File: config.mk
export PLATFORM = sky130hd
export DESIGN_NAME = scanned_hysteresis_debounce_detector
export DESIGN_NICKNAME = d
export VERILOG_FILES = /design/src/design/shdd_pkg.sv /design/src/design/scanned_hysteresis_debounce_detector.sv /design/src/design/shdd_ram.sv /design/src/design/shdd_ctrl.sv /design/src/design/shdd_datapath.sv
export SDC_FILE = /design/constraint.sdc
export NUM_CORES = 1
export LEC_CHECK = 0
export BUFFER_PORTS_ARGS = -buffer_cell sky130_fd_sc_hd__buf_2
export CAP_MARGIN = 20
export CORE_ASPECT_RATIO = 1.5
export CORE_UTILIZATION = 50
export DETAILED_ROUTE_END_ITERATION = 8
export PLACE_DENSITY_LB_ADDON = 0.08
export SYNTH_ARGS = -nofsm -noshare
export SYNTH_HDL_FRONTEND = slang
export SYNTH_SLANG_ARGS = --single-unit
File: constraint.sdc
create_clock -name clk -period 10.1 [get_ports clk]
set_input_delay 1.515 -clock clk [delete_from_list [all_inputs] [get_ports clk]]
set_output_delay 1.515 -clock clk [all_outputs]
set_load 0.03 [all_outputs]
File: src/design/shdd_pkg.sv
// ----------------------------------------------------------------------------
// shdd_pkg
// Shared types, constants and helpers for the scanned hysteresis debounce
// detector: register indexes and reset values, controller states, and the
// command/status bundles between controller and datapath.
// ----------------------------------------------------------------------------
package shdd_pkg;

    localparam int THRESH_W   = 12;   // threshold register width
    localparam int CNT_W      = 8;    // debounce and power counter width
    localparam int CFG_IDX_W  = 3;    // register index width
    localparam int CFG_DATA_W = 12;   // widest register
    localparam int CHAN_W     = 4;    // reported channel field width
    localparam int OUT_W      = 8;    // result tdata width, byte padded

    // Register indexes
    localparam logic [CFG_IDX_W-1:0] CFG_LOW_THRESHOLD   = 3'd0;
    localparam logic [CFG_IDX_W-1:0] CFG_HIGH_THRESHOLD  = 3'd1;
    localparam logic [CFG_IDX_W-1:0] CFG_OCCUPIED_DELAY  = 3'd2;
    localparam logic [CFG_IDX_W-1:0] CFG_FREE_DELAY      = 3'd3;
    localparam logic [CFG_IDX_W-1:0] CFG_POWER_ON_DELAY  = 3'd4;
    localparam logic [CFG_IDX_W-1:0] CFG_POWER_OFF_DELAY = 3'd5;

    // Register reset values
    localparam logic [THRESH_W-1:0] LOW_THRESHOLD_RST   = 12'd1024;
    localparam logic [THRESH_W-1:0] HIGH_THRESHOLD_RST  = 12'd3072;
    localparam logic [CNT_W-1:0]    OCCUPIED_DELAY_RST  = 8'd3;
    localparam logic [CNT_W-1:0]    FREE_DELAY_RST      = 8'd3;
    localparam logic [CNT_W-1:0]    POWER_ON_DELAY_RST  = 8'd10;
    localparam logic [CNT_W-1:0]    POWER_OFF_DELAY_RST = 8'd10;

    typedef enum logic [1:0] {
        ST_IDLE,
        ST_READ,
        ST_EVAL,
        ST_FLUSH
    } shdd_state_t;

    // Controller to datapath
    typedef struct packed {
        logic accept;   // input beat taken this cycle
        logic rd;       // read sample and counters of the current channel
        logic commit;   // write back the judged channel and advance
        logic flush;    // release the held report as the final one
    } shdd_cmd_t;

    // Datapath to controller
    typedef struct packed {
        logic scan_end;     // accepted beat completes a scan
        logic report;       // judged channel produces a report
        logic held_valid;   // a report waits in the hold stage
        logic out_free;     // output register can take a beat
        logic idx_last;     // current channel is the last one
    } shdd_status_t;

    function automatic logic [CNT_W-1:0] sat_inc(input logic [CNT_W-1:0] v);
        return (v == {CNT_W{1'b1}}) ? v : CNT_W'(v + 1'b1);
    endfunction

endpackage

File: src/design/scanned_hysteresis_debounce_detector.sv
// ----------------------------------------------------------------------------
// scanned_hysteresis_debounce_detector
// Multichannel ADC scan with power qualification, hysteresis thresholds and
// debounce counters; reports confirmed channel state changes.
// ----------------------------------------------------------------------------
//
//  port group   dir  payload (low bit first)                 handshake
//  s_axis       in   tdata: sample, power_absent, zero pad   tvalid/tready
//  m_axis       out  tdata: channel, occupied, zero pad;     tvalid/tready
//                    tlast: final report of the input beat
//  cfg          in   cfg_index selects register, cfg_wdata   cfg_we, no wait
//
//  Beats that do not close a scan are taken while idle. The beat that fills
//  the last slot starts the judge walk, and no beat is taken until it ends:
//  each channel gets a registered read of the sample and counter RAMs, then
//  judge and write back; a flush step follows. m_axis can stall both steps.
//  One report is held back so the final one can be marked with tlast; a
//  second report waits for the output register. No clearing pass after reset:
//  counter entries carry valid bits and the sample store is always filled
//  before it is read.
//
module scanned_hysteresis_debounce_detector #(
    parameter int CHANNELS    = 16,
    parameter int SAMPLE_BITS = 12
) (
    input  logic                                  clk,
    input  logic                                  rst_n,
    // Input beat
    input  logic                                  s_axis_tvalid,
    output logic                                  s_axis_tready,
    input  logic [((SAMPLE_BITS+8)/8)*8-1:0]      s_axis_tdata,  // sample, power_absent
    // Report beat
    output logic                                  m_axis_tvalid,
    input  logic                                  m_axis_tready,
    output logic [shdd_pkg::OUT_W-1:0]            m_axis_tdata,  // channel, occupied
    output logic                                  m_axis_tlast,
    // Register writes
    input  logic                                  cfg_we,
    input  logic [shdd_pkg::CFG_IDX_W-1:0]        cfg_index,
    input  logic [shdd_pkg::CFG_DATA_W-1:0]       cfg_wdata
);

    import shdd_pkg::*;

    shdd_cmd_t         cmd;
    shdd_status_t      status;
    logic [CHAN_W-1:0] out_channel;
    logic              out_occupied;

    // Sequencer: owns the input handshake and steps the channel walk
    shdd_ctrl u_ctrl (
        .clk      (clk),
        .rst_n    (rst_n),
        .in_valid (s_axis_tvalid),
        .in_ready (s_axis_tready),
        .status   (status),
        .cmd      (cmd)
    );

    // Datapath: stores, counters, judge and output register
    shdd_datapath #(
        .CHANNELS    (CHANNELS),
        .SAMPLE_BITS (SAMPLE_BITS)
    ) u_datapath (
        .clk          (clk),
        .rst_n        (rst_n),
        .cfg_we       (cfg_we),
        .cfg_index    (cfg_index),
        .cfg_wdata    (cfg_wdata),
        .sample       (s_axis_tdata[SAMPLE_BITS-1:0]),
        .power_absent (s_axis_tdata[SAMPLE_BITS]),
        .cmd          (cmd),
        .status       (status),
        .out_valid    (m_axis_tvalid),
        .out_ready    (m_axis_tready),
        .out_channel  (out_channel),
        .out_occupied (out_occupied),
        .out_last     (m_axis_tlast)
    );

    // Pack the report beat, pad to a whole byte
    assign m_axis_tdata = OUT_W'({out_occupied, out_channel});

endmodule

File: src/design/shdd_ram.sv
// ----------------------------------------------------------------------------
// shdd_ram
// Generic single write port, single read port RAM with registered read data.
// ----------------------------------------------------------------------------
module shdd_ram #(
    parameter int WIDTH = 8,
    parameter int DEPTH = 16
) (
    input  logic                     clk,
    input  logic                     we,
    input  logic [$clog2(DEPTH)-1:0] waddr,
    input  logic [WIDTH-1:0]         wdata,
    input  logic                     re,
    input  logic [$clog2(DEPTH)-1:0] raddr,
    output logic [WIDTH-1:0]         rdata
);

    logic [WIDTH-1:0] mem [DEPTH];
    logic [WIDTH-1:0] rdata_reg;

    always_ff @(posedge clk)
    begin
        if (we)
        begin
            mem[waddr] <= wdata;
        end
        if (re)
        begin
            rdata_reg <= mem[raddr];
        end
    end

    assign rdata = rdata_reg;

endmodule

File: src/design/shdd_ctrl.sv
// ----------------------------------------------------------------------------
// shdd_ctrl
// Sequencer: take input beats, then walk every channel with a read and a
// judge step, and finally release the held report.
// ----------------------------------------------------------------------------
module shdd_ctrl (
    input  logic                  clk,
    input  logic                  rst_n,
    input  logic                  in_valid,
    output logic                  in_ready,
    input  shdd_pkg::shdd_status_t status,
    output shdd_pkg::shdd_cmd_t    cmd
);

    import shdd_pkg::*;

    shdd_state_t state_reg;
    shdd_state_t state_next;

    always_ff @(posedge clk or negedge rst_n)
    begin
        if (!rst_n)
        begin
            state_reg <= ST_IDLE;
        end
        else
        begin
            state_reg <= state_next;
        end
    end

    always_comb
    begin
        state_next = state_reg;
        cmd        = '0;
        in_ready   = 1'b0;
        unique case (state_reg)
            ST_IDLE:
            begin
                in_ready   = 1'b1;
                cmd.accept = in_valid;
                if (in_valid && status.scan_end)
                begin
                    state_next = ST_READ;
                end
            end
            ST_READ:
            begin
                cmd.rd     = 1'b1;
                state_next = ST_EVAL;
            end
            ST_EVAL:
            begin
                // Stall only when a second report must pass a full output.
                if (!status.report || !status.held_valid || status.out_free)
                begin
                    cmd.commit = 1'b1;
                    state_next = status.idx_last ? ST_FLUSH : ST_READ;
                end
            end
            ST_FLUSH:
            begin
                if (!status.held_valid || status.out_free)
                begin
                    cmd.flush  = 1'b1;
                    state_next = ST_IDLE;
                end
            end
            default:
            begin
                state_next = ST_IDLE;
            end
        endcase
    end

endmodule

File: src/design/shdd_datapath.sv
// ----------------------------------------------------------------------------
// shdd_datapath
// Registers, power qualification, sample and counter stores, per-channel
// hysteresis judge, report hold stage and output register.
// ----------------------------------------------------------------------------
module shdd_datapath #(
    parameter int CHANNELS    = 16,
    parameter int SAMPLE_BITS = 12
) (
    input  logic                              clk,
    input  logic                              rst_n,
    input  logic                              cfg_we,
    input  logic [shdd_pkg::CFG_IDX_W-1:0]    cfg_index,
    input  logic [shdd_pkg::CFG_DATA_W-1:0]   cfg_wdata,
    input  logic [SAMPLE_BITS-1:0]            sample,
    input  logic                              power_absent,
    input  shdd_pkg::shdd_cmd_t               cmd,
    output shdd_pkg::shdd_status_t            status,
    output logic                              out_valid,
    input  logic                              out_ready,
    output logic [shdd_pkg::CHAN_W-1:0]       out_channel,
    output logic                              out_occupied,
    output logic                              out_last
);

    import shdd_pkg::*;

    localparam int SLOT_W = $clog2(CHANNELS);
    localparam int CMP_W  = (SAMPLE_BITS > THRESH_W) ? SAMPLE_BITS : THRESH_W;
    localparam int IDXX_W = (SLOT_W > CHAN_W) ? SLOT_W : CHAN_W;

    // Configuration
    logic [THRESH_W-1:0] low_thr_reg;
    logic [THRESH_W-1:0] high_thr_reg;
    logic [CNT_W-1:0]    occ_dly_reg;
    logic [CNT_W-1:0]    free_dly_reg;
    logic [CNT_W-1:0]    pon_dly_reg;
    logic [CNT_W-1:0]    poff_dly_reg;

    // Control state
    logic [CNT_W-1:0]    pon_cnt_reg, pon_cnt_next;
    logic [CNT_W-1:0]    poff_cnt_reg, poff_cnt_next;
    logic                power_good_reg, power_good_next;
    logic [SLOT_W-1:0]   slot_reg;
    logic [SLOT_W-1:0]   idx_reg;
    logic [CHANNELS-1:0] cnt_valid_reg;
    logic [CHANNELS-1:0] level_high_reg;
    logic [CHANNELS-1:0] pending_reg;
    logic                held_valid_reg;
    logic                out_valid_reg, out_valid_next;

    // Payload
    logic [CHAN_W-1:0]   held_chan_reg;
    logic                held_occ_reg;
    logic [CHAN_W-1:0]   out_chan_reg;
    logic                out_occ_reg;
    logic                out_last_reg;

    // Store read data
    logic [SAMPLE_BITS-1:0] smp_rdata;
    logic [2*CNT_W-1:0]     cnt_rdata;

    // Judge
    logic [CNT_W-1:0]  occ_cur, free_cur, occ_inc, free_inc, occ_new, free_new;
    logic              lh_cur, pd_cur, lh_new, pd_new;
    logic              report, rep_occ;
    logic [CMP_W-1:0]  smp_ext, low_ext, high_ext;
    logic [IDXX_W-1:0] idx_ext;
    logic              push;

    always_ff @(posedge clk or negedge rst_n)
    begin
        if (!rst_n)
        begin
            low_thr_reg  <= LOW_THRESHOLD_RST;
            high_thr_reg <= HIGH_THRESHOLD_RST;
            occ_dly_reg  <= OCCUPIED_DELAY_RST;
            free_dly_reg <= FREE_DELAY_RST;
            pon_dly_reg  <= POWER_ON_DELAY_RST;
            poff_dly_reg <= POWER_OFF_DELAY_RST;
        end
        else if (cfg_we)
        begin
            unique case (cfg_index)
                CFG_LOW_THRESHOLD:   low_thr_reg  <= cfg_wdata[THRESH_W-1:0];
                CFG_HIGH_THRESHOLD:  high_thr_reg <= cfg_wdata[THRESH_W-1:0];
                CFG_OCCUPIED_DELAY:  occ_dly_reg  <= cfg_wdata[CNT_W-1:0];
                CFG_FREE_DELAY:      free_dly_reg <= cfg_wdata[CNT_W-1:0];
                CFG_POWER_ON_DELAY:  pon_dly_reg  <= cfg_wdata[CNT_W-1:0];
                CFG_POWER_OFF_DELAY: poff_dly_reg <= cfg_wdata[CNT_W-1:0];
                default:
                begin
                end
            endcase
        end
    end

    // Power qualification for the beat on the input
    always_comb
    begin
        pon_cnt_next    = pon_cnt_reg;
        poff_cnt_next   = poff_cnt_reg;
        power_good_next = power_good_reg;
        if (power_absent)
        begin
            pon_cnt_next  = '0;
            poff_cnt_next = sat_inc(poff_cnt_reg);
            if (poff_cnt_next > poff_dly_reg)
            begin
                power_good_next = 1'b0;
            end
        end
        else
        begin
            poff_cnt_next = '0;
            pon_cnt_next  = sat_inc(pon_cnt_reg);
            if (pon_cnt_next > pon_dly_reg)
            begin
                power_good_next = 1'b1;
            end
        end
    end

    shdd_ram #(
        .WIDTH (SAMPLE_BITS),
        .DEPTH (CHANNELS)
    ) u_sample_ram (
        .clk   (clk),
        .we    (cmd.accept && power_good_next),
        .waddr (slot_reg),
        .wdata (sample),
        .re    (cmd.rd),
        .raddr (idx_reg),
        .rdata (smp_rdata)
    );

    shdd_ram #(
        .WIDTH (2 * CNT_W),
        .DEPTH (CHANNELS)
    ) u_count_ram (
        .clk   (clk),
        .we    (cmd.commit),
        .waddr (idx_reg),
        .wdata ({occ_new, free_new}),
        .re    (cmd.rd),
        .raddr (idx_reg),
        .rdata (cnt_rdata)
    );

    // Judge one channel
    always_comb
    begin
        smp_ext  = CMP_W'(smp_rdata);
        low_ext  = CMP_W'(low_thr_reg);
        high_ext = CMP_W'(high_thr_reg);
        occ_cur  = cnt_valid_reg[idx_reg] ? cnt_rdata[2*CNT_W-1:CNT_W] : '0;
        free_cur = cnt_valid_reg[idx_reg] ? cnt_rdata[CNT_W-1:0] : '0;
        lh_cur   = level_high_reg[idx_reg];
        pd_cur   = pending_reg[idx_reg];
        occ_inc  = sat_inc(occ_cur);
        free_inc = sat_inc(free_cur);
        occ_new  = occ_cur;
        free_new = free_cur;
        lh_new   = lh_cur;
        pd_new   = pd_cur;
        report   = 1'b0;
        rep_occ  = 1'b0;
        priority if (smp_ext < low_ext)
        begin
            if (lh_cur || pd_cur)
            begin
                occ_new  = occ_inc;
                free_new = '0;
                if (occ_inc > occ_dly_reg || pd_cur)
                begin
                    lh_new  = 1'b0;
                    occ_new = '0;
                    pd_new  = 1'b0;
                    report  = 1'b1;
                    rep_occ = 1'b1;
                end
            end
        end
        else if (smp_ext > high_ext)
        begin
            if (!lh_cur || pd_cur)
            begin
                occ_new  = '0;
                free_new = free_inc;
                if (free_inc > free_dly_reg || pd_cur)
                begin
                    lh_new   = 1'b1;
                    free_new = '0;
                    pd_new   = 1'b0;
                    report   = 1'b1;
                end
            end
        end
        else
        begin
            occ_new  = '0;
            free_new = '0;
        end
    end

    assign idx_ext = IDXX_W'(idx_reg);
    assign push    = held_valid_reg && ((cmd.commit && report) || cmd.flush);
    assign out_valid_next = push || (out_valid_reg && !out_ready);

    always_ff @(posedge clk or negedge rst_n)
    begin
        if (!rst_n)
        begin
            pon_cnt_reg    <= '0;
            poff_cnt_reg   <= '0;
            power_good_reg <= 1'b0;
            slot_reg       <= '0;
            idx_reg        <= '0;
            cnt_valid_reg  <= '0;
            level_high_reg <= '0;
            pending_reg    <= '1;
            held_valid_reg <= 1'b0;
            out_valid_reg  <= 1'b0;
        end
        else
        begin
            out_valid_reg <= out_valid_next;
            if (cmd.accept)
            begin
                pon_cnt_reg    <= pon_cnt_next;
                poff_cnt_reg   <= poff_cnt_next;
                power_good_reg <= power_good_next;
                idx_reg        <= '0;
                if (power_good_next)
                begin
                    slot_reg <= status.scan_end ? '0 : SLOT_W'(slot_reg + 1'b1);
                end
                else
                begin
                    // Power lost: drop counters, force reports, rewind
                    slot_reg      <= '0;
                    cnt_valid_reg <= '0;
                    pending_reg   <= '1;
                end
            end
            if (cmd.commit)
            begin
                cnt_valid_reg[idx_reg]  <= 1'b1;
                level_high_reg[idx_reg] <= lh_new;
                pending_reg[idx_reg]    <= pd_new;
                idx_reg                 <= SLOT_W'(idx_reg + 1'b1);
                if (report)
                begin
                    held_valid_reg <= 1'b1;
                end
            end
            if (cmd.flush)
            begin
                held_valid_reg <= 1'b0;
            end
        end
    end

    always_ff @(posedge clk)
    begin
        if (cmd.commit && report)
        begin
            held_chan_reg <= idx_ext[CHAN_W-1:0];
            held_occ_reg  <= rep_occ;
        end
        if (push)
        begin
            out_chan_reg <= held_chan_reg;
            out_occ_reg  <= held_occ_reg;
            out_last_reg <= cmd.flush;
        end
    end

    assign status.scan_end   = power_good_next && (slot_reg == SLOT_W'(CHANNELS - 1));
    assign status.report     = report;
    assign status.held_valid = held_valid_reg;
    assign status.out_free   = !out_valid_reg || out_ready;
    assign status.idx_last   = (idx_reg == SLOT_W'(CHANNELS - 1));

    assign out_valid    = out_valid_reg;
    assign out_channel  = out_chan_reg;
    assign out_occupied = out_occ_reg;
    assign out_last     = out_last_reg;

endmodule
# Word level (Yosys, flattened, before mapping)
# Memory sizes are Yosys's and may differ from the RTL's. A register that Yosys moved wholly into a read port is not among the register bits.
# Index checks and enable logic that the tools add are counted.
# word_totals
register_bits,144
latch_bits,0
mem_bits_rw,448
romBits,0
inputBits,36
output_inout_bits,11
word_cells,169
n_memories,2
# classes
n_addsub,6
multipliers,0
div_mod_pow,0
n_lt_le_gt_ge,8
n_eq_ne,17
n_shift,0
n_mux,78
bitwise_logic,1
n_reduce_logical,35
# mem_list
memory,words,width,read_ports,rd_ports_with_merged_regs,wr,line_no,rtl
u_datapath.u_count_ram.mem,16,16,1,1,1,shdd_ram.sv:18,logic [WIDTH-1:0] mem [DEPTH];
u_datapath.u_sample_ram.mem,16,12,1,1,1,shdd_ram.sv:18,
# ops
cell,n
8-bit two-way mux,18
16-bit two-way mux,6
1-bit two-way mux,39
"8-bit by 1-bit adder with 8-bit output, second input constant",4
16-bit bitwise mux,2
"8-bit equality test, second input constant",4
8-bit > comparator,4
4-bit two-way mux,4
16-bit OR,1
2-bit AND reduction,7
1-bit binary-select mux with 4-bit select,3
12-bit > comparator,1
12-bit < comparator,1
1-bit logical OR,10
"4-bit by 1-bit adder with 4-bit output, second input constant",2
"4-bit equality test, second input constant",2
2-bit two-way mux,4
2-bit case mux with 4 select lines,1
1-bit logical AND,7
"3-bit by 2-bit equality test with 1-bit output, second input constant",2
"3-bit equality test, second input constant",2
"2-bit by 1-bit != test with 1-bit output, second input constant",3
2-bit nonzero test,3
1-bit zero test,5
other kinds (9),10

# Longest topological paths before layout
# Gate-level depths: netlist of run 1.
# depth
ltp_word,20
mapped_depth,25
depth_no_buf,20

# Modules after synthesis
# A second synthesis of run 1 with hierarchy kept.
# hier_totals
hier_cells,1640
hier_area_um2,26514.2
# modules_own_cells
mod,instances,cells_each,area_each_um2,seq_area_each_um2
shdd_ram (u_datapath.u_count_ram),1,432,10203.5,8167.8
shdd_datapath,1,857,8419.3,3642.2
shdd_ram (u_datapath.u_sample_ram),1,329,7719.9,6125.9
shdd_ctrl,1,17,137.6,50.0
scanned_hysteresis_debounce_detector,1,5,33.8,0.0

# Worst setup path after synthesis of run 1
# Ideal clock, no wire load.
# synth_path
path_type,reg2reg
from,register u_datapath.idx_reg[0] (netlist: u_datapath.idx_ext[0])
to,register u_datapath.level_high_reg[15]
arrival_time_ns,5.324
required_ns,9.975
path_slack_ns,4.651
path_stages_with_launch,24
period_less_slack_ns,5.449
cell_sequence,dfrtp_1 buf_6 buf_2 mux4_2 mux2i_1 nand2_1 nand2_1 buf_1 nor2_1 ha_1 and3_1 clkbuf_1 and3_1 nor3_1 xnor2_1 ha_1 nand3_1 nor2_1 a21oi_1 o211ai_2 a31oi_1 o211a_2 nor3_2 mux2_2
# synth_via
elab_chain_cells,16
elab_cells_between_ends,44
cone_classes,add/sub (2); order compare (4); eq/ne (2); mux (27); reduce/logical (9)
# synth_lines
item,line_no,rtl
from (decl),shdd_datapath.sv:45,logic [SLOT_W-1:0] idx_reg;
from (signal assigned),shdd_datapath.sv:251,idx_reg <= SLOT_W'(idx_reg + 1'b1);
1-bit binary-select mux with 4-bit select,"shdd_datapath.sv:156, shdd_datapath.sv:157",
1-bit two-way mux (not written as such),"shdd_datapath.sv:156, shdd_datapath.sv:157",
8-bit two-way mux,shdd_datapath.sv:157,free_cur = cnt_valid_reg[idx_reg] ? cnt_rdata[CNT_W-1:0] : '0;
8-bit by 1-bit adder with 8-bit output or 8-bit equality test (tied branches),shdd_pkg.sv:57,return (v == {CNT_W{1'b1}}) ? v : CNT_W'(v + 1'b1);
8-bit two-way mux,shdd_pkg.sv:57,
8-bit > comparator,shdd_datapath.sv:190,if (free_inc > free_dly_reg || pd_cur)
1-bit logical OR,shdd_datapath.sv:190,
1-bit two-way mux,shdd_datapath.sv:190,
1-bit two-way mux,shdd_datapath.sv:186,if (!lh_cur || pd_cur)
1-bit two-way mux,shdd_datapath.sv:184,else if (smp_ext > high_ext)
1-bit two-way mux,shdd_datapath.sv:168,priority if (smp_ext < low_ext)
1-bit zero test,shdd_ctrl.sv:55,if (!status.report || !status.held_valid || status.out_free)
1-bit logical OR (2 in series),shdd_ctrl.sv:55,
1-bit two-way mux,shdd_ctrl.sv:55,
1-bit two-way mux,shdd_ctrl.sv:37,unique case (state_reg)
"to (signal, indexed assignment)",shdd_datapath.sv:249,level_high_reg[idx_reg] <= lh_new;
to (decl),shdd_datapath.sv:47,logic [CHANNELS-1:0] level_high_reg;
# Several ways; a longest one is shown, not always the timed one. The select of a mux whose other input is x is not followed.
# A chain may end at the register's enable or synchronous reset.

# Final worst setup path of run 1
# layout_path
from,register u_datapath.idx_reg[0] (netlist: u_datapath.idx_ext[0])
to,memory u_datapath.u_count_ram.mem[1][12] (netlist bit) (enable)
# layout_via
elab_chain_cells,18
elab_cells_between_ends,34
cone_classes,add/sub (2); order compare (2); eq/ne (2); mux (20); reduce/logical (8)
# layout_lines
item,line_no,rtl
1-bit binary-select mux with 4-bit select,"shdd_datapath.sv:156, shdd_datapath.sv:157",
1-bit two-way mux (not written as such),"shdd_datapath.sv:156, shdd_datapath.sv:157",
8-bit two-way mux,shdd_datapath.sv:157,
8-bit by 1-bit adder with 8-bit output or 8-bit equality test (tied branches),shdd_pkg.sv:57,
8-bit two-way mux,shdd_pkg.sv:57,
8-bit > comparator,shdd_datapath.sv:190,
1-bit logical OR,shdd_datapath.sv:190,
1-bit two-way mux,shdd_datapath.sv:190,
1-bit two-way mux,shdd_datapath.sv:186,
1-bit two-way mux,shdd_datapath.sv:184,
1-bit two-way mux,shdd_datapath.sv:168,
1-bit zero test,shdd_ctrl.sv:55,
1-bit logical OR (2 in series),shdd_ctrl.sv:55,
1-bit two-way mux,shdd_ctrl.sv:55,
1-bit two-way mux,shdd_ctrl.sv:37,
1-bit two-way mux,shdd_ram.sv:23,if (we)
1-bit two-way mux (not written as such),shdd_ram.sv:25,mem[waddr] <= wdata;
to (decl),shdd_ram.sv:18,
# Several ways; a longest one is shown, not always the timed one. The select of a mux whose other input is x is not followed.

==> results of run 1 <==
## cells in the final DEF, fill, tap and decap left out, types with 25 or more instances in the layout
| cell type | instances |
|---|---|
| a21oi_1 | 30 |
| buf_2 | 39 |
| buf_4 | 37 |
| clkbuf_16 | 59 |
| dfrtp_1 | 102 |
| dfstp_2 | 27 |
| edfxtp_1 | 487 |
| ha_1 | 67 |
| inv_1 | 92 |
| mux2_2 | 28 |
| mux2i_1 | 25 |
| mux4_2 | 152 |
| nand2_1 | 113 |
| nand3_1 | 32 |
| nor2_1 | 53 |
| o21ai_0 | 77 |
## cell type report
class / instances / area (um^2)
Tap cell: 676 / 846
Fill cell: 4050 / 22200
Clock inverter: 41 / 538
Multi-Input combinational cell: 794 / 7800
Sequential cell: 620 / 18000
Timing Repair Buffer: 81 / 582
Inverter: 92 / 345
Clock buffer: 67 / 1510
## critical path, stage by stage, from the launching register on
cell and delay (ns):
dfrtp_4 0.49, buf_4 0.70, mux4_2 0.61, mux2i_1 0.24, mux2i_1 0.13, buf_4 0.22
nand2_1 0.16, inv_1 0.07, ha_1 0.23, and3_1 0.22, nand3_1 0.11, nor3_1 0.05
a211oi_1 0.48, ha_1 0.36, a21oi_1 0.17, nand2_1 0.07, a21o_1 0.17, o21ai_0 0.27
o211ai_1 0.12, o211a_2 0.34, nand3b_1 0.41, inv_1 0.90
## metal layers
metal  up-vias  wire (um)  global-route usage
li1       6246          -                   -
met1      7232      24800               0.298
met2       273      29400               0.375
met3        93       2020              0.0284
met4         2       1310              0.0609
met5         -         11                   0
## cell families after synthesis
group	count (synthesis)	share of synthesized area
flops	620	0.682
simple gates	316	0.0592
mux	216	0.156
compound gates	180	0.0428
buf+inv	159	0.0245
fa+ha+maj	67	0.0318
xor+xnor	12	0.00398
other cells	1	0.000142
## worst max-delay path by stage
stage / depth (start not counted) / slack [ns] / end / startpoint
finish: 21 / 3.15 / u_datapath.u_count_ram.mem[1][12] / u_datapath.idx_ext[0]
global route: 21 / 2.66 / u_datapath.u_count_ram.mem[1][12] / u_datapath.idx_ext[0]
CTS: 21 / 2.89 / u_datapath.u_count_ram.mem[6][3] / u_datapath.idx_ext[0]
detailed placement: 21 / 2.97 / u_datapath.u_count_ram.mem[3][3] / u_datapath.idx_ext[0]
global placement: 21 / 3.07 / u_datapath.u_count_ram.mem[0][3] / u_datapath.idx_ext[0]
floorplan: 23 / 4.65 / u_datapath.level_high_reg[15] / u_datapath.idx_ext[0]
## metrics by stage
| stage | setup WS, ns | hold slack (ns) | instance area [um^2] |
|---|---|---|---|
| after detailed placement | 2.97 | 0.409 | 27500 |
| after global placement | 3.07 | 0.404 | 27500 |
| after floorplan | 4.65 | 0.400 | 26400 |
| after global routing | 2.66 | 0.429 | 29600 |
| after CTS | 2.89 | 0.425 | 29500 |
| final | 3.15 | 0.424 | 29600 |
## power by group through the flow
| stage | registers, mW | clock network [mW] | logic, mW |
|---|---|---|---|
| 6_report | 3.25 | 2.35 | 1.44 |
| 5_1_grt | 3.28 | 2.48 | 1.60 |
| 4_1_cts | 3.25 | 2.40 | 1.46 |
| 3_5_place_dp | 3.30 | 0 | 1.45 |
| 3_3_place_gp | 3.29 | 0 | 1.41 |
| 2_1_floorplan | 3.24 | 0 | 1.03 |
==> reports/metrics.json, run 1 <==
{
  "outcome": "completed",
  "routed_wirelength_um": 57600,
  "slew_limit_fails": 0,
  "period_needed_ns": 6.95,
  "switching_share": 0.278,
  "buffer_type_at_the_clock_tree_root": "clkbuf_16",
  "worst_r2r_startpoint": "u_datapath.idx_ext[0]",
  "synth-edff-count": 487,
  "via_count": 13800,
  "initial_core_util": 0.509,
  "track_usage": 0.220,
  "setup_tns_ns": 0,
  "yosys.cell_types.count": 63,
  "synth-warning-count": 0,
  "drtPass1Iterations": 5,
  "worstHoldEndpoint": "u_datapath.out_occupied",
  "r2r-end": "u_datapath.u_count_ram.mem[1][12]",
  "pwr-share-comb": 0.205,
  "ratio_of_cells_with_drive_above_1_in_the_final_layout": 0.233,
  "worst-path-max-fanout": 43,
  "detail_route.drc_violations": 0,
  "synthesis.instances": 1571,
  "synthFlopType": "edfxtp_1",
  "max-clock-path-buffers": 3,
  "setup_repair_after_global_routing_missed_its_margin": "false",
  "largest-register": "u_datapath.u_count_ram.mem",
  "finalPower_mw": 7.04,
  "worstPathRequired_ns": 10.33,
  "synthesis.area_per_instance_um2": 16.8,
  "numClockSinks": 620,
  "place_inst": 2257,
  "area_delta_synth_final_pct": 12.3,
  "synth_seq_area_share": 0.682,
  "register_bit_count_reported_by_yosys": 620,
  "top_flop_regs": "u_datapath.u_count_ram.mem (256), u_datapath.u_sample_ram.mem (192)",
  "core_um2": 51800,
  "final_min_period_over_clock_period": 0.688,
  "setup.reg_to_reg.worst_slack_ns": 3.15,
  "globalRouteOverflowTotal": 0,
  "irDropWorstVdd_v": 0.000158,
  "clock_latency_ns": 0.64,
  "crit_path_end_kind": "flip-flop",
  "net-switching-power_mw": 1.96,
  "timing.setup.critical_path_class": "reg -> reg",
  "worstHoldPathType": "reg -> reg",
  "postCtsResizedCells": 0,
  "grt_max_degree": 82,
  "clock_tree.htree_level_count": 2,
  "worst_slew_pin_slew_ns": 1.11,
  "detailedPlacementHpwl_um": 34100,
  "first_pass_grt_wire_length_um": 87300,
  "final_core_utilization": 0.572,
  "cts_buffers": 59,
  "fin_worst_skew_ns": 0.0367,
  "antennaDiodeCount": 0,
  "postCtsHoldBufs": 0,
  "netlist.area_leader.share": 0.554,
  "post-synth-top-count-cell": "edfxtp_1",
  "die_height_um": 283,
  "post_synth_main_area_contributors": "edfxtp_1 (55%), mux4_2 (13%), dfrtp_1 (10%)",
  "wl_per_cell_um": 24.3,
  "vias_per_cell": 5.84,
  "vias_in_the_first_global_route": 14300,
  "drtAntennaViolNets": 0,
  "holdCritStartpoint": "u_datapath.held_occ_reg",
  "relative_max_transition_margin": 0.262,
  "cellInternalPower_mw": 5.08,
  "crit_path_start_kind": "flip-flop",
  "async_flop_share": 0.215,
  "cellPowerDensity_nw_per_um2": 238,
  "clock_tree_from_tritoncts": "yes",
  "worst-r2r-cell-count": 21,
  "dieArea_um2": 53700,
  "clockPowerShare": 0.334,
  "worst_setup_hold_path_clk_slew_ns": 0.07,
  "drv_cap": 0,
  "io-pin-count": 47,
  "numPortBuffers": 40,
  "hold_path_depth": 0,
  "setup-violations-final": 0,
  "achievable-frequency_mhz": 144,
  "die-width_um": 190,
  "num_rows": 102,
  "netlist.top_cell.by_area": "edfxtp_1",
  "critPathArrivalTime_ns": 7.18,
  "syn-cell-area_um2": 26400,
  "stdcell_count": 2371,
  "hold_viol": 0,
  "dr.first_iter.drc_count": 876,
  "layout.nets": 1751,
  "post_synth_most_frequent_cells": "edfxtp_1 (487), mux4_2 (152), nand2_1 (113)",
  "number_of_antenna_violations_at_the_first_check_in_global_routing": 1,
  "globalplace.congestion": 0.820,
  "power_leakage_nw": 10.8,
  "power.share.sequential": 0.462,
  "postCtsSetupRepairBufs": 0,
  "flip_flop_count_of_the_largest_register_after_layout": 256
}
Note: power is estimated with default switching activity, not from simulation.
==> run 2, diff against run 1 <==
ABC_AREA = 1   (was unset)
clock period = 6.55 ns   (was 10.1 ns; I/O delays follow)
==> run 2 against run 1 <==
Compared with the run above: core utilization fell by 1.4 points; sequential power is 43% higher; via count grew 38%; hold slack worse by 0.037 ns; die area rose by 4.5%; synthesized area increased by 4.6%; routed wire length increased by 19%; combinational power increased by 22%; worst setup slack got worse by 2.2 ns; synthesized cell count is 66% higher; final cell count up 42%; critical endpoint is now u_datapath.u_count_ram.mem[15][7]; largest cell class unchanged; largest power group unchanged.
==> reports/metrics.json, run 2 <==
{
  "drv_cap": {"value": 0, "change": "unchanged"},
  "dieArea": {"value": 56100, "unit": "um^2", "change": "+4.5%"},
  "die-width": {"value": 194, "unit": "um", "change": "+2.2%"},
  "postCtsResizedCells": {"value": 0, "change": "unchanged"},
  "synthesis.instances": {"value": 2607, "change": "+66%"},
  "drtAntennaViolNets": {"value": 0, "change": "unchanged"},
  "top_flop_regs": "u_datapath.u_count_ram.mem (256), u_datapath.u_sample_ram.mem (192)",
  "final_core_utilization": {"value": 0.557, "change": "-0.0143"},
  "postCtsHoldBufs": {"value": 0, "change": "unchanged"},
  "worst_slew_pin_slew": {"value": 1.11, "unit": "ns", "change": "+0.00677 ns"},
  "drtPass1Iterations": {"value": 5, "change": "unchanged"},
  "max-clock-path-buffers": {"value": 3, "change": "unchanged"},
  "worstPathRequired": {"value": 6.88, "unit": "ns", "change": "-3.45 ns"},
  "largest-register": "u_datapath.u_count_ram.mem",
  "placedInstanceArea": {"value": 28500, "unit": "um^2", "change": "+3.8%"},
  "postCtsSetupRepairBufs": {"value": 0, "change": "unchanged"},
  "globalRouteOverflowTotal": {"value": 0, "change": "unchanged"},
  "first_pass_grt_wire_length": {"value": 104000, "unit": "um", "change": "+20%"},
  "critPathMostFrequentCell": "nand2_1",
  "initial_core_util": {"value": 0.505, "change": "-0.00441"},
  "critPathArrivalTime": {"value": 5.92, "unit": "ns", "change": "-1.26 ns"},
  "crit_path_end_kind": "flip-flop",
  "met1_usage": {"value": 0.316, "change": "+0.0175"},
  "netlist.top_cell.by_area": "edfxtp_1",
  "worst_setup_hold_path_clk_slew": {"value": 0.06, "unit": "ns", "change": "about the same"},
  "layout.nets": {"value": 2729, "change": "+56%"},
  "routed_wirelength": {"value": 68600, "unit": "um", "change": "+19%"},
  "critical_path.max_stage_delay": {"value": 0.64, "unit": "ns", "change": "-0.26 ns"},
  "setup_repair_after_global_routing_missed_its_margin": "false",
  "register_bit_count_reported_by_yosys": {"value": 620, "change": "unchanged"},
  "worst_r2r_startpoint": "u_datapath.idx_ext[1]",
  "buffer_type_at_the_clock_tree_root": "clkbuf_16",
  "post_synth_most_frequent_cells": "nand2_1 (527), edfxtp_1 (487), nor2_1 (320)",
  "layout.cells.most_common": "nand2_1",
  "clock_latency": {"value": 0.64, "unit": "ns", "change": "about the same"},
  "synth_seq_area_share": {"value": 0.652, "change": "-0.0297"},
  "slew_limit_fails": {"value": 0, "change": "unchanged"},
  "clock_tree_from_tritoncts": "yes",
  "flip_flop_count_of_the_largest_register_after_layout": {"value": 256, "change": "unchanged"},
  "r2r-end": "u_datapath.u_count_ram.mem[15][7]",
  "final_min_period_over_clock_period": {"value": 0.854, "change": "+0.166"},
  "worst-path-max-fanout": {"value": 32, "change": "-26%"},
  "worst_path_top_cell_family_by_delay": "simple AND/OR/NAND/NOR gates",
  "achievable-frequency": {"value": 179, "unit": "MHz", "change": "+24%"},
  "met2_usage": {"value": 0.416, "change": "+0.0413"},
  "setup_tns": {"value": 0, "unit": "ns", "change": "unchanged"},
  "async_flop_share": {"value": 0.215, "change": "unchanged"},
  "number_of_antenna_violations_at_the_first_check_in_global_routing": {"value": 2, "change": "+1"},
  "irDropWorstVdd": {"value": 0.000268, "unit": "V", "change": "+69%"},
  "commonest_cells_after_routing_fill_and_taps_aside": "nand2_1 (527), edfxtp_1 (487), o21ai_0 (313), nor2_1 (310), inv_1 (224)",
  "hold_viol": {"value": 0, "change": "unchanged"},
  "setup-violations-final": {"value": 0, "change": "unchanged"},
  "critical_path_endpoint": "u_datapath.u_count_ram.mem[15][7]",
  "detail_route.drc_violations": {"value": 0, "change": "unchanged"},
  "grt_max_degree": {"value": 197, "change": "+140%"},
  "synth-warning-count": {"value": 0, "change": "unchanged"},
  "num_rows": {"value": 105, "change": "+2.9%"},
  "die_height": {"value": 290, "unit": "um", "change": "+2.2%"},
  "top_usage_layer": "met2",
  "track_usage": {"value": 0.245, "change": "+0.0245"},
  "period_needed": {"value": 5.59, "unit": "ns", "change": "-1.36 ns"},
  "regArea": {"value": 18000, "unit": "um^2", "change": "about the same"},
  "grt.met3_usage": {"value": 0.0312, "change": "+0.00285"},
  "post-synth-top-count-cell": "nand2_1",
  "worst-r2r-cell-count": {"value": 25, "change": "+19%"},
  "detailedPlacementHpwl": {"value": 40900, "unit": "um", "change": "+20%"},
  "globalplace.congestion": {"value": 0.817, "change": "-0.43%"},
  "synthesis.area_per_instance": {"value": 10.6, "unit": "um^2", "change": "-37%"},
  "vias_per_cell": {"value": 5.65, "change": "-3.2%"},
  "ratio_of_cells_with_drive_above_1_in_the_final_layout": {"value": 0.104, "change": "-0.129"},
  "cellPowerDensity": {"value": 322, "unit": "nW/um^2", "change": "+36%"},
  "post_synth_main_area_contributors": "edfxtp_1 (53%), dfrtp_1 (9.6%), nand2_1 (7.2%)",
  "cts_buffers": {"value": 58, "change": "-1.7%"},
  "area_delta_synth_final_pct": 10.4,
  "numPortBuffers": {"value": 40, "change": "unchanged"},
  "setup.reg_to_reg.worst_slack": {"value": 0.96, "unit": "ns", "change": "-2.19 ns"},
  "via_count": {"value": 19100, "change": "+38%"},
  "synth-edff-count": {"value": 487, "change": "unchanged"},
  "crit_path_start_kind": "flip-flop",
  "io-pin-count": {"value": 47, "change": "unchanged"},
  "synthFlopType": "edfxtp_1",
  "netlist.area_leader.share": {"value": 0.530, "change": "-0.0242"},
  "dr.first_iter.drc_count": {"value": 1296, "change": "+48%"},
  "vias_in_the_first_global_route": {"value": 18100, "change": "+27%"},
  "power_leakage": {"value": 12.2, "unit": "nW", "change": "+13%"},
  "clock_tree.htree_level_count": {"value": 2, "change": "unchanged"},
  "yosys.cell_types.count": {"value": 42, "change": "-33%"},
  "core": {"value": 54700, "unit": "um^2", "change": "+5.5%"},
  "multiInputGateArea": {"value": 8210, "unit": "um^2", "change": "+5.2%"},
  "relative_max_transition_margin": {"value": 0.253, "change": "-0.00868"},
  "wl_per_cell": {"value": 20.3, "unit": "um", "change": "-16%"},
  "syn-cell-area": {"value": 27600, "unit": "um^2", "change": "+4.6%"},
  "timing.setup.critical_path_class": "reg -> reg",
  "layout.filler_cells": {"value": 4639, "change": "+15%"},
  "outcome": "completed",
  "cp_num_cells": {"value": 25, "change": "+19%"},
  "worst_path_max_delay_cell": "dfrtp_4",
  "worstPathBufferInverterCount": {"value": 4, "change": "unchanged"},
  "critPathLaunch": "u_datapath.idx_ext[1]",
  "numClockSinks": {"value": 620, "change": "unchanged"},
  "layout.cell_area.non_filler": {"value": 30500, "unit": "um^2", "change": "+2.8%"},
  "fin_worst_skew": {"value": 0.0293, "unit": "ns", "change": "-0.00742 ns"},
  "finalPower": {"value": 9.82, "unit": "mW", "change": "+39%"},
  "worstHoldPathType": "in -> async"
}
run 2: cells by family (layout without fill, tap and decap cells):
logic type	Yosys count	count (layout)	synth area share
buf+inv	360	426	0.0533
xor+xnor	16	16	0.00508
compound gates	501	501	0.0972
other cells	1	5	0.000136
flops	620	620	0.652
fa+ha+maj	67	67	0.0304
simple gates	1042	1042	0.162
run 2: metal layers:
metal	wire (um)	vias to the layer above
met2	33400	505
met1	29300	9414
li1	-	8993
met3	3290	154
met4	2650	0
met5	0	-
run 2: worst min-delay path by stage:
stage                                         to  slack (ns)  cells past startpoint
floorplan              u_datapath.out_channel[0]        0.40                      0
global placement       u_datapath.out_channel[0]        0.40                      0
detailed placement     u_datapath.out_channel[1]        0.40                      0
CTS                  u_datapath.cnt_valid_reg[6]        0.39                      1
global route           u_datapath.out_channel[1]        0.42                      0
finish              u_datapath.level_high_reg[5]        0.39                      1
run 2: power by group:
part	switching, mW	internal [mW]	leakage [nW]
logic	1.22	0.538	5.05
clock network	1.48	1.93	0.931
registers	0.138	4.51	6.22
run 2: layout make-up:
class / count / share of cell area
repair buffers: 83 / 0.0189
clock inverters: 40 / 0.0133
flip-flops and latches: 620 / 0.591
diodes: 2 / 0.000164
clock buffers: 69 / 0.0497
well taps: 695 / 0.0286
multi-input cells: 1629 / 0.270
inverters: 234 / 0.0290
run 2: through the flow:
stage	hold slack (ns)	setup slack (ns)	std cells
floorplan	0.400	2.33	2609
global placement	0.401	0.962	3260
detailed placement	0.405	0.983	3260
CTS	0.388	0.958	3369
global route	0.424	0.564	3372
finish	0.387	0.959	3372
